===== src/hw/rtl/tlnf_pkg.sv =====
// Shared types and constants for the text line number filter.
`timescale 1ns / 1ps

package tlnf_pkg;

  localparam int NUMBER_DIGITS_DEF = 6;
  localparam int QUEUE_DEPTH       = 4;
  localparam int CFG_INDEX_W       = 3;
  localparam int CFG_DATA_W        = 1;

  // Configuration register indexes
  localparam logic [CFG_INDEX_W-1:0] REG_NUMBER_NONBLANK = 3'd0;
  localparam logic [CFG_INDEX_W-1:0] REG_NUMBER_ALL      = 3'd1;
  localparam logic [CFG_INDEX_W-1:0] REG_SQUEEZE_BLANK   = 3'd2;
  localparam logic [CFG_INDEX_W-1:0] REG_SHOW_NONPRINT   = 3'd3;
  localparam logic [CFG_INDEX_W-1:0] REG_SHOW_TABS       = 3'd4;
  localparam logic [CFG_INDEX_W-1:0] REG_SHOW_ENDS       = 3'd5;

  // Character codes
  localparam logic [7:0] CH_TAB    = 8'd9;
  localparam logic [7:0] CH_NL     = 8'd10;
  localparam logic [7:0] CH_SPACE  = 8'd32;
  localparam logic [7:0] CH_DOLLAR = 8'd36;
  localparam logic [7:0] CH_ZERO   = 8'd48;
  localparam logic [7:0] CH_QMARK  = 8'd63;
  localparam logic [7:0] CTRL_OFS  = 8'd64;
  localparam logic [7:0] CH_I      = 8'd73;
  localparam logic [7:0] CH_CARET  = 8'd94;
  localparam logic [7:0] CH_DEL    = 8'd127;

  typedef struct packed {
    logic [7:0] in_byte;
    logic       new_file;
  } in_item_t;

  typedef struct packed {
    logic [7:0] out_byte;
    logic       last_of_run;
  } out_item_t;

  typedef struct packed {
    logic number_nonblank;
    logic number_all;
    logic squeeze_blank;
    logic show_nonprint;
    logic show_tabs;
    logic show_ends;
  } cfg_t;

  // Fixed part of one queued command; digits and blanking mask travel beside it
  typedef struct packed {
    logic       numbered;
    logic       caret;
    logic       dollar;
    logic [7:0] last_byte;
  } cmd_ctl_t;

  typedef struct packed {
    logic full;
    logic empty;
  } q_stat_t;

endpackage


===== src/hw/rtl/tlnf_front.sv =====
// Front end: accepts input bytes, tracks line state and builds output commands.
`timescale 1ns / 1ps

module tlnf_front #(
  parameter int NUMBER_DIGITS = tlnf_pkg::NUMBER_DIGITS_DEF,
  parameter int CMD_W         = $bits(tlnf_pkg::cmd_ctl_t) + 5 * NUMBER_DIGITS
) (
  input  logic                clk,
  input  logic                rst,
  input  tlnf_pkg::cfg_t      cfg,
  input  logic                in_valid,
  output logic                in_stall,
  input  tlnf_pkg::in_item_t  in_data,
  input  tlnf_pkg::q_stat_t   q_stat,
  output logic                push,
  output logic [CMD_W-1:0]    cmd
);
  import tlnf_pkg::*;

  localparam int BCD_W = 4 * NUMBER_DIGITS;

  logic [BCD_W-1:0]         line_num, line_num_next;
  logic                     at_start, at_start_next;
  logic                     prev_blank, prev_blank_next;

  logic [7:0]               c;
  logic                     nl, st_eff, drop, ctrl, acc;
  logic [BCD_W-1:0]         ln_eff;
  logic [NUMBER_DIGITS-1:0] blank;
  cmd_ctl_t                 ctl;

  // Saturating BCD increment
  function automatic logic [BCD_W-1:0] bcd_inc(input logic [BCD_W-1:0] v);
    logic [BCD_W-1:0] r;
    logic             carry;
    logic             all9;
    logic [3:0]       d;
    r     = v;
    carry = 1'b1;
    all9  = 1'b1;
    for (int i = 0; i < NUMBER_DIGITS; i++) begin
      d    = v[4*i +: 4];
      all9 = all9 & (d == 4'd9);
      if (carry) begin
        if (d == 4'd9) begin
          r[4*i +: 4] = 4'd0;
        end else begin
          r[4*i +: 4] = d + 4'd1;
          carry       = 1'b0;
        end
      end
    end
    return all9 ? v : r;
  endfunction

  always_comb begin
    c      = in_data.in_byte;
    nl     = (c == CH_NL);
    ln_eff = in_data.new_file ? BCD_W'(1) : line_num;
    st_eff = in_data.new_file | at_start;
    drop   = cfg.squeeze_blank && st_eff && prev_blank && nl;

    ctl.numbered = !drop && (cfg.number_nonblank ? (st_eff && !nl)
                                                 : (cfg.number_all && st_eff));
    ctrl          = ((c < CH_SPACE) || (c == CH_DEL)) && !nl && (c != CH_TAB);
    ctl.caret     = 1'b0;
    ctl.last_byte = c;
    if (cfg.show_nonprint && ctrl) begin
      ctl.caret     = 1'b1;
      ctl.last_byte = (c == CH_DEL) ? CH_QMARK : (c + CTRL_OFS);
    end
    if (cfg.show_tabs && (c == CH_TAB)) begin
      ctl.caret     = 1'b1;
      ctl.last_byte = CH_I;
    end
    ctl.dollar = cfg.show_ends && nl;

    // Blank leading zeros, never the units digit
    for (int i = 0; i < NUMBER_DIGITS; i++) begin
      blank[i] = (i != 0) && ((ln_eff >> (4 * i)) == '0);
    end

    in_stall = q_stat.full;
    acc      = in_valid && !q_stat.full;
    push     = acc && !drop;
    cmd      = {ctl, blank, ln_eff};

    line_num_next   = line_num;
    at_start_next   = at_start;
    prev_blank_next = prev_blank;
    if (acc) begin
      line_num_next   = ctl.numbered ? bcd_inc(ln_eff) : ln_eff;
      at_start_next   = nl;
      prev_blank_next = !nl ? 1'b0 : (st_eff ? 1'b1 : prev_blank);
    end
  end

  always_ff @(posedge clk) begin
    if (rst) begin
      line_num   <= BCD_W'(1);
      at_start   <= 1'b1;
      prev_blank <= 1'b0;
    end else begin
      line_num   <= line_num_next;
      at_start   <= at_start_next;
      prev_blank <= prev_blank_next;
    end
  end

endmodule


===== src/hw/rtl/tlnf_queue.sv =====
// Short command queue between the front end and the output sequencer.
`timescale 1ns / 1ps

module tlnf_queue #(
  parameter int WIDTH = 41,
  parameter int DEPTH = 4
) (
  input  logic              clk,
  input  logic              rst,
  input  logic              push,
  input  logic [WIDTH-1:0]  din,
  input  logic              pop,
  output logic [WIDTH-1:0]  dout,
  output tlnf_pkg::q_stat_t stat
);
  import tlnf_pkg::*;

  localparam int PTR_W = (DEPTH > 1) ? $clog2(DEPTH) : 1;
  localparam int CNT_W = $clog2(DEPTH + 1);

  logic [WIDTH-1:0] entries [DEPTH];
  logic [PTR_W-1:0] wr_ptr, rd_ptr;
  logic [CNT_W-1:0] count;

  always_comb begin
    dout       = entries[rd_ptr];
    stat.full  = (count == CNT_W'(DEPTH));
    stat.empty = (count == '0);
  end

  always_ff @(posedge clk) begin
    if (push) begin
      entries[wr_ptr] <= din;
    end
  end

  always_ff @(posedge clk) begin
    if (rst) begin
      wr_ptr <= '0;
      rd_ptr <= '0;
      count  <= '0;
    end else begin
      if (push) begin
        wr_ptr <= (wr_ptr == PTR_W'(DEPTH - 1)) ? '0 : wr_ptr + PTR_W'(1);
      end
      if (pop) begin
        rd_ptr <= (rd_ptr == PTR_W'(DEPTH - 1)) ? '0 : rd_ptr + PTR_W'(1);
      end
      if (push && !pop) begin
        count <= count + CNT_W'(1);
      end else if (pop && !push) begin
        count <= count - CNT_W'(1);
      end
    end
  end

endmodule


===== src/hw/rtl/tlnf_back.sv =====
// Output sequencer: expands each queued command into output characters.
`timescale 1ns / 1ps

module tlnf_back #(
  parameter int NUMBER_DIGITS = tlnf_pkg::NUMBER_DIGITS_DEF,
  parameter int CMD_W         = $bits(tlnf_pkg::cmd_ctl_t) + 5 * NUMBER_DIGITS
) (
  input  logic                clk,
  input  logic                rst,
  input  logic [CMD_W-1:0]    cmd,
  input  tlnf_pkg::q_stat_t   q_stat,
  output logic                pop,
  output logic                out_valid,
  input  logic                out_stall,
  output tlnf_pkg::out_item_t out_data
);
  import tlnf_pkg::*;

  localparam int BCD_W = 4 * NUMBER_DIGITS;
  localparam int IDX_W = $clog2(NUMBER_DIGITS + 1);

  localparam logic [1:0] ST_NUM   = 2'd0;
  localparam logic [1:0] ST_CARET = 2'd1;
  localparam logic [1:0] ST_END   = 2'd2;
  localparam logic [1:0] ST_BYTE  = 2'd3;

  logic [1:0]               stage, stage_next, cur;
  logic [IDX_W-1:0]         idx, idx_next, dsel;
  cmd_ctl_t                 ctl;
  logic [NUMBER_DIGITS-1:0] blank;
  logic [BCD_W-1:0]         digits;
  logic [3:0]               dig;
  logic                     dig_blank, load;
  out_item_t                item;

  always_comb begin
    ctl    = cmd[CMD_W-1 -: $bits(cmd_ctl_t)];
    blank  = cmd[BCD_W +: NUMBER_DIGITS];
    digits = cmd[BCD_W-1:0];

    // Skip the parts this command does not have
    cur = stage;
    if (cur == ST_NUM && !ctl.numbered) cur = ST_CARET;
    if (cur == ST_CARET && !ctl.caret) cur = ST_END;
    if (cur == ST_END && !ctl.dollar) cur = ST_BYTE;

    // Digits go out most significant first
    dsel      = IDX_W'(NUMBER_DIGITS - 1) - idx;
    dig       = '0;
    dig_blank = 1'b0;
    for (int i = 0; i < NUMBER_DIGITS; i++) begin
      if (dsel == IDX_W'(i)) begin
        dig       = digits[4*i +: 4];
        dig_blank = blank[i];
      end
    end

    item.last_of_run = 1'b0;
    case (cur)
      ST_NUM: begin
        if (idx == IDX_W'(NUMBER_DIGITS)) item.out_byte = CH_TAB;
        else item.out_byte = dig_blank ? CH_SPACE : (CH_ZERO + {4'd0, dig});
      end
      ST_CARET: item.out_byte = CH_CARET;
      ST_END:   item.out_byte = CH_DOLLAR;
      default: begin
        item.out_byte    = ctl.last_byte;
        item.last_of_run = 1'b1;
      end
    endcase

    load = !q_stat.empty && (!out_valid || !out_stall);
    pop  = load && (cur == ST_BYTE);

    stage_next = stage;
    idx_next   = idx;
    if (load) begin
      case (cur)
        ST_NUM: begin
          if (idx == IDX_W'(NUMBER_DIGITS)) begin
            idx_next   = '0;
            stage_next = ST_CARET;
          end else begin
            idx_next = idx + IDX_W'(1);
          end
        end
        ST_CARET: stage_next = ST_END;
        ST_END:   stage_next = ST_BYTE;
        default: begin
          stage_next = ST_NUM;
          idx_next   = '0;
        end
      endcase
    end
  end

  always_ff @(posedge clk) begin
    if (rst) begin
      stage     <= ST_NUM;
      idx       <= '0;
      out_valid <= 1'b0;
    end else begin
      stage <= stage_next;
      idx   <= idx_next;
      if (load) out_valid <= 1'b1;
      else if (!out_stall) out_valid <= 1'b0;
    end
  end

  always_ff @(posedge clk) begin
    if (load) out_data <= item;
  end

endmodule


===== src/hw/rtl/text_line_number_filter.sv =====
// Top level of the text line number filter: configuration, front end, queue, sequencer.
// An accepted input reaches the output through the command queue and the output register.
// Throughput: 1 input per cycle for plain bytes while out_stall is low. An input gives its
// byte plus NUMBER_DIGITS+1 characters for a line number, +1 for a caret, +1 for "$". The
// output sequencer emits one character per cycle while out_stall is low and sets the rate;
// the queue absorbs short expansions. Reset clears configuration, line state and the queue.
`timescale 1ns / 1ps

module text_line_number_filter #(
  parameter int NUMBER_DIGITS = tlnf_pkg::NUMBER_DIGITS_DEF
) (
  input  logic                                clk,
  input  logic                                rst,
  input  logic                                in_valid,
  output logic                                in_stall,
  input  tlnf_pkg::in_item_t                  in_data,
  output logic                                out_valid,
  input  logic                                out_stall,
  output tlnf_pkg::out_item_t                 out_data,
  input  logic                                cfg_wr_en,
  input  logic [tlnf_pkg::CFG_INDEX_W-1:0]    cfg_index,
  input  logic [tlnf_pkg::CFG_DATA_W-1:0]     cfg_data
);
  import tlnf_pkg::*;

  localparam int CMD_W = $bits(cmd_ctl_t) + 5 * NUMBER_DIGITS;

  cfg_t             cfg;
  q_stat_t          q_stat;
  logic             push, pop;
  logic [CMD_W-1:0] cmd_in, cmd_out;

  always_ff @(posedge clk) begin
    if (rst) begin
      cfg <= '0;
    end else if (cfg_wr_en) begin
      case (cfg_index)
        REG_NUMBER_NONBLANK: cfg.number_nonblank <= cfg_data[0];
        REG_NUMBER_ALL:      cfg.number_all      <= cfg_data[0];
        REG_SQUEEZE_BLANK:   cfg.squeeze_blank   <= cfg_data[0];
        REG_SHOW_NONPRINT:   cfg.show_nonprint   <= cfg_data[0];
        REG_SHOW_TABS:       cfg.show_tabs       <= cfg_data[0];
        REG_SHOW_ENDS:       cfg.show_ends       <= cfg_data[0];
        default: ;
      endcase
    end
  end

  tlnf_front #(
    .NUMBER_DIGITS(NUMBER_DIGITS),
    .CMD_W        (CMD_W)
  ) u_front (
    .clk     (clk),
    .rst     (rst),
    .cfg     (cfg),
    .in_valid(in_valid),
    .in_stall(in_stall),
    .in_data (in_data),
    .q_stat  (q_stat),
    .push    (push),
    .cmd     (cmd_in)
  );

  tlnf_queue #(
    .WIDTH(CMD_W),
    .DEPTH(QUEUE_DEPTH)
  ) u_queue (
    .clk (clk),
    .rst (rst),
    .push(push),
    .din (cmd_in),
    .pop (pop),
    .dout(cmd_out),
    .stat(q_stat)
  );

  tlnf_back #(
    .NUMBER_DIGITS(NUMBER_DIGITS),
    .CMD_W        (CMD_W)
  ) u_back (
    .clk      (clk),
    .rst      (rst),
    .cmd      (cmd_out),
    .q_stat   (q_stat),
    .pop      (pop),
    .out_valid(out_valid),
    .out_stall(out_stall),
    .out_data (out_data)
  );

  a_no_pop_empty: assert property (@(posedge clk) disable iff (rst)
    pop |-> !q_stat.empty)
    else $error("command queue popped while empty");

  a_no_push_full: assert property (@(posedge clk) disable iff (rst)
    push |-> !q_stat.full)
    else $error("command queue pushed while full");

  a_drop_only_squeeze: assert property (@(posedge clk) disable iff (rst)
    (in_valid && !in_stall && !push) |->
      (cfg.squeeze_blank && in_data.in_byte == CH_NL))
    else $error("transaction dropped outside a squeezed blank line");

  a_idle_after_reset: assert property (@(posedge clk)
    rst |=> !out_valid)
    else $error("output valid right after reset");

endmodule

===== config.mk =====
export PLATFORM = sky130hd
export DESIGN_NAME = text_line_number_filter
export DESIGN_NICKNAME = d
export VERILOG_FILES = /design/src/hw/rtl/tlnf_pkg.sv /design/src/hw/rtl/tlnf_front.sv /design/src/hw/rtl/tlnf_queue.sv /design/src/hw/rtl/tlnf_back.sv /design/src/hw/rtl/text_line_number_filter.sv
export SDC_FILE = /design/constraint.sdc
export NUM_CORES = 1
export LEC_CHECK = 0
export BUFFER_PORTS_ARGS = -buffer_cell sky130_fd_sc_hd__buf_2
export CAP_MARGIN = 20
export CORE_MARGIN = 5
export CORE_UTILIZATION = 30
export DETAILED_ROUTE_END_ITERATION = 16
export GPL_TIMING_DRIVEN = 0
export PLACE_DENSITY_LB_ADDON = 0.15
export RECOVER_POWER = 100
export SETUP_SLACK_MARGIN = 0.4
export SKIP_LAST_GASP = 1
export SYNTH_ARGS = -nofsm -noshare
export SYNTH_HDL_FRONTEND = slang
export SYNTH_SLANG_ARGS = --single-unit

===== constraint.sdc =====
create_clock -name clk -period 4.3 [get_ports clk]
set_input_delay 0.86 -clock clk [delete_from_list [all_inputs] [get_ports clk]]
set_output_delay 0.86 -clock clk [all_outputs]
set_load 0.01 [all_outputs]

## Yosys cells after proc, flatten, opt, wreduce, memory -nomap -nowiden

Memory sizes are Yosys's and may differ from the RTL's. A register that Yosys moved wholly into a read port is not among the register bits.
Index checks and enable logic that the tools add are counted.
Widths: inputs -> output; s select.

| cells by class | value |
|---|---|
| bitwise gates (word level) | 7 |
| shifts and indexed selects | 0 |
| order comparisons | 1 |
| add/subtract/negate cells | 14 |
| multiply operators | 0 |
| equality and inequality tests | 32 |
| div/mod/pow operators | 0 |
| reductions and logical operators | 55 |
| mux-type cells | 69 |

Operators with widths:

| kind | count |
|---|---|
| $logic_not 24->1 | 5 |
| $mux 24 | 3 |
| $mux 4 | 17 |
| $mux 8 | 5 |
| $mux 1 | 30 |
| $add 4x1->4 const B | 6 |
| $eq 4x4->1 const B | 6 |
| $pmux 8 s3 | 1 |
| $logic_and 1x1->1 | 20 |
| $eq 3x3->1 const B | 6 |
| $reduce_and 2->1 | 9 |
| $eq 8x4->1 const B | 2 |
| $mux 2 | 8 |
| $eq 3x2->1 const B | 4 |
| $logic_not 1->1 | 11 |
| $eq 2x2->1 const B | 5 |
| $logic_not 3->1 | 3 |
| $mux 3 | 3 |
| $add 8x7->8 const B | 1 |
| $eq 8x7->1 const B | 1 |
| $lt 8x6->1 const B | 1 |
| $ne 8x4->1 const B | 1 |
| $add 6x4->7 const A | 1 |
| $add 3x1->3 const B | 2 |
| other kinds (17) | 27 |

| storage, ports and cells | value |
|---|---|
| memory bits (read-only) | 0 |
| memory bits (writable) | 160 |
| register bits after elaboration | 54 |
| bits in latches | 0 |
| input port bits | 18 |
| memories | 1 |
| output and inout bits | 11 |
| word-level logic and storage cells | 196 |

Memories:

| name | depth | bits a word | rd ports | clocked after Yosys merged registers in | wr ports | line | text |
|---|---|---|---|---|---|---|---|
| u_queue.entries | 4 | 40 | 1 | 1 | 1 | tlnf_queue.sv:21 | `logic [WIDTH-1:0] entries [DEPTH];` |

## Logic depth before layout (Yosys ltp)

| logic depth | value |
|---|---|
| depth in word-level cells | 15 |
| gate-level depth with buffers | 14 |
| depth with buffers taken out | 12 |

## Modules after synthesis

A second synthesis with hierarchy kept.

| unflattened totals | value |
|---|---|
| cells, all modules | 715 |
| area, all modules | 10035.9 um2 |

Modules (own cells, without submodules):

| module | times used | cells an instance | area an instance (um2) | seq. area each (um2) |
|---|---|---|---|---|
| tlnf_queue | 1 | 259 | 6407.4 | 5104.9 |
| tlnf_front | 1 | 307 | 2215.9 | 520.5 |
| tlnf_back | 1 | 124 | 1118.6 | 390.4 |
| text_line_number_filter | 1 | 25 | 294.0 | 120.1 |

## Worst setup path before layout

Ideal clock, no wire load.

| timing | value |
|---|---|
| path type | input -> register |
| from | input port in_data[0] (netlist bit) |
| to | memory u_queue.entries[3][0] (netlist bit), enable pin |
| slack | 0.868 ns |
| required time | 3.899 ns |
| cell stages on the path | 5 |
| setup time | 0.401 ns |
| data arrival time | 3.030 ns |
| buffers on the path | 2 |
| cell sequence | clkbuf_1 -> buf_1 -> or2_2 -> a41oi_1 -> and2_1 |

| on the way | value |
|---|---|
| cells in the longest elaborated chain, start to end | 8 |

RTL lines:

| what | line | text |
|---|---|---|
| start: declaration | text_line_number_filter.sv:16 | `input tlnf_pkg::in_item_t in_data,` |
| $or 1x1->1 | tlnf_front.sv:60 | `st_eff = in_data.new_file \| at_start;` |
| $logic_and 1x1->1 (3 in series) | tlnf_front.sv:61 | `drop = cfg.squeeze_blank && st_eff && prev_blank && nl;` |
| $logic_not 1->1 | tlnf_front.sv:85 | `push = acc && !drop;` |
| $logic_and 1x1->1 | tlnf_front.sv:85 |  |
| net push | text_line_number_filter.sv:30 | `logic push, pop;` |
| $mux 1 | tlnf_queue.sv:32 | `if (push) begin` |
| $mux 1 (not written as such) | tlnf_queue.sv:33 | `entries[wr_ptr] <= din;` |
| end: declaration | tlnf_queue.sv:21 |  |

The timed path passes the listed nets, and every way through them passes these cells.

## Final worst setup path

| timing | value |
|---|---|
| from | input port in_data[0] (netlist bit) |
| to | memory u_queue.entries[3][11] (netlist bit), enable pin |

The elaborated chain is that of the path after synthesis.

==> impl_metrics.json <==
{
  "ys_warn_count": 0,
  "cts_tree": "yes",
  "path_clk_slew_ps": 60,
  "status": "finished, final reports clean",
  "synthFlopType": "edfxtp_1",
  "slew_headroom_pct": 25.0,
  "ant_nets": 0,
  "final.min_clock_period_ps": 3820,
  "synth_area_leader_cell": "edfxtp_1",
  "drive_gt1_share_pct": 14.3,
  "seq_area_frac_synth_pct": 62.2,
  "setup_viol": 0,
  "drtIter0Drc": 539,
  "grt_overflow": 0,
  "timing.hold.ws_ps": 463,
  "synth_area_leaders": "edfxtp_1, dfxtp_1, mux4_2",
  "grt_pass1_vias": 6494,
  "synth-edff-count": 169,
  "nets": 805,
  "max_cap_violations": 0,
  "synthesis.area_um2": 9670,
  "critPathRequiredTime_ps": 4500,
  "grt_use_total_pct": 14.4,
  "worstPathMaxFanout": 29,
  "synth.distinct_cells": 70,
  "die_area_um2": 35900,
  "cts_made_buffers": 24,
  "skew_ps": 16.0,
  "power.leakage_nw": 3.50,
  "portBuffers": 28,
  "total_power_w": 0.00603,
  "rsz0062_at_grt": "false",
  "clock_latency_ps": 520,
  "vias_per_cell": 5.27,
  "die_w_um": 189,
  "vdd_drop_max_mv": 0.314,
  "synthArstFlopShare_pct": 0,
  "synthToLayoutAreaGrowth_pct": 15.1,
  "synth_fp_nets": 745,
  "drt_wl_total_um": 26000,
  "routabilityCongestion": 0.876,
  "initial_core_util_pct": 30.5,
  "pin_count": 29,
  "vias": 6283,
  "diodes": 0,
  "dpl.hpwl_um": 18100,
  "cts.path.max_buffers": 3,
  "powerDensity_nw_per_um2": 542,
  "h-tree-depth": 1,
  "drcViolationCount": 0,
  "drv_slew": 0,
  "num_rows": 65,
  "end_kind": "register",
  "coreArea_um2": 31700,
  "max_clock_freq_mhz": 262,
  "grt_pass1_wl_um": 39700,
  "final_common_cell": "edfxtp_1",
  "clkSinkCount": 216,
  "cp_data_arrival_time_ps": 4010,
  "grt_max_degree": 30,
  "fin_tns_setup_ps": 0,
  "final_cell_mix": "edfxtp_1, clkbuf_1, nor2_1",
  "worst-setup-path-type": "input pin to register",
  "hold_class": "register to register",
  "routedWlPerCell_um": 21.8,
  "clockRootBuffer": "clkbuf_16",
  "cts_setup_buffers": 0,
  "synth_top_area_share_pct": 52.5,
  "avgSynthCellArea_um2": 13.6,
  "netlist_instances": 712,
  "timing.final.crit_share_pct": 88.8,
  "antenna_found_initial": 0,
  "crit_path_start_kind": "input pin",
  "die_h_um": 189,
  "tightestPinTransition_ps": 1120,
  "hold_viol_final": 0,
  "dr.pass1.iters": 5,
  "ys_seq_elements": 216
}
-- final cells by class --
cell class                 count  area (µm²)
buffer                        42         173
clock buffer                  34         669
clock inverter                10        97.6
fill                        3126       20600
inverter                      27         101
multi-input combinational    427        3360
sequential                   216        6020
tap                          402         503
timing repair buffer          34         205
-- cell usage after synthesis (6+ instances only) --
library cell	instances
a21oi_1	23
o21ai_1	12
nand2_1	49
edfxtp_1	169
inv_1	26
nor2_1	51
nor3_1	16
mux4_2	39
mux2i_1	25
nor2b_1	19
nand4_1	13
o21ai_0	12
nand3_1	24
dfxtp_1	47
and3_1	6
ha_1	14
clkbuf_1	30
a31oi_1	13
buf_2	6
and2_1	9
-- through the flow --
step	setup WS (ps)	cells	util (%)	area (µm²)
after floorplan	868	712	-	9670
after global placement	-767	1142	32.5	10300
after detailed placement	138	1147	32.8	10400
after CTS	436	1191	35.2	11200
after global routing	298	1192	35.1	11100
final	482	1192	35.1	11100
-- worst max-delay path, cell delays in order --
cell	delay, ps
clkbuf_1	150
clkbuf_1	310
clkbuf_1	360
or2_2	380
a41oi_1	650
and2_0	960
buf_12	320
-- report_power, final --
group | switching, W | total, W | leakage [nW] | internal, W
registers | 0.0000695 | 0.00259 | 1.89 | 0.00252
logic | 0.000883 | 0.00143 | 1.23 | 0.000551
clock network | 0.000804 | 0.00200 | 0.380 | 0.00120
-- final timing paths --
| kind | from | end | slack (ps) | cells past startpoint |
|---|---|---|---|---|
| hold reg to reg | u_back.out_valid | u_back.out_valid | 460 | 2 |
| hold / removal | u_back.out_valid | u_back.out_valid | 460 | 2 |
| setup reg to reg | register | u_queue.count[2] | 610 | 13 |
| setup / recovery | in_data[0] | u_queue.entries[3][11] | 480 | 7 |
-- flip-flops by register name, summed over array words and instances (netlist names), named ones only --
signal / cells
u_queue.entries: 160
u_front.prev_blank: 1
u_back.stage: 2
cfg: 6
u_front.at_start: 1
u_queue.rd_ptr: 2
u_back.idx: 3
u_back.out_valid: 1
u_queue.wr_ptr: 2
u_front.line_num: 24
u_queue.count: 3
u_back.out_data: 9
-- routing by layer --
metal	track usage [%]	up-vias	share of wire (%)
li1	-	2867	-
met1	20.6	3230	47
met2	23.3	150	47
met3	1.95	36	4.2
met4	3.73	0	2.2
met5	0	-	0
-- kinds of logic (layout without fill, tap and decap cells) --
kind of cell,after synthesis,count (layout),share of synthesized area (%)
flip-flops,216,216,62.2
AND/OR/NAND/NOR,227,227,12.3
multiplexers,68,68,12.1
adder cells (fa/ha/maj),15,15,2.02
XOR/XNOR,5,5,0.453
AO/OA/AOI/OAI,112,112,8.00
buffers and inverters,69,147,2.83
-- what timing repair did --
item / CTS / global route
hold buffers: 0 / 0
resized for setup: 0 / 5
endpoints found under the setup margin: 0 / 8
(Power assumes the default switching activity.)
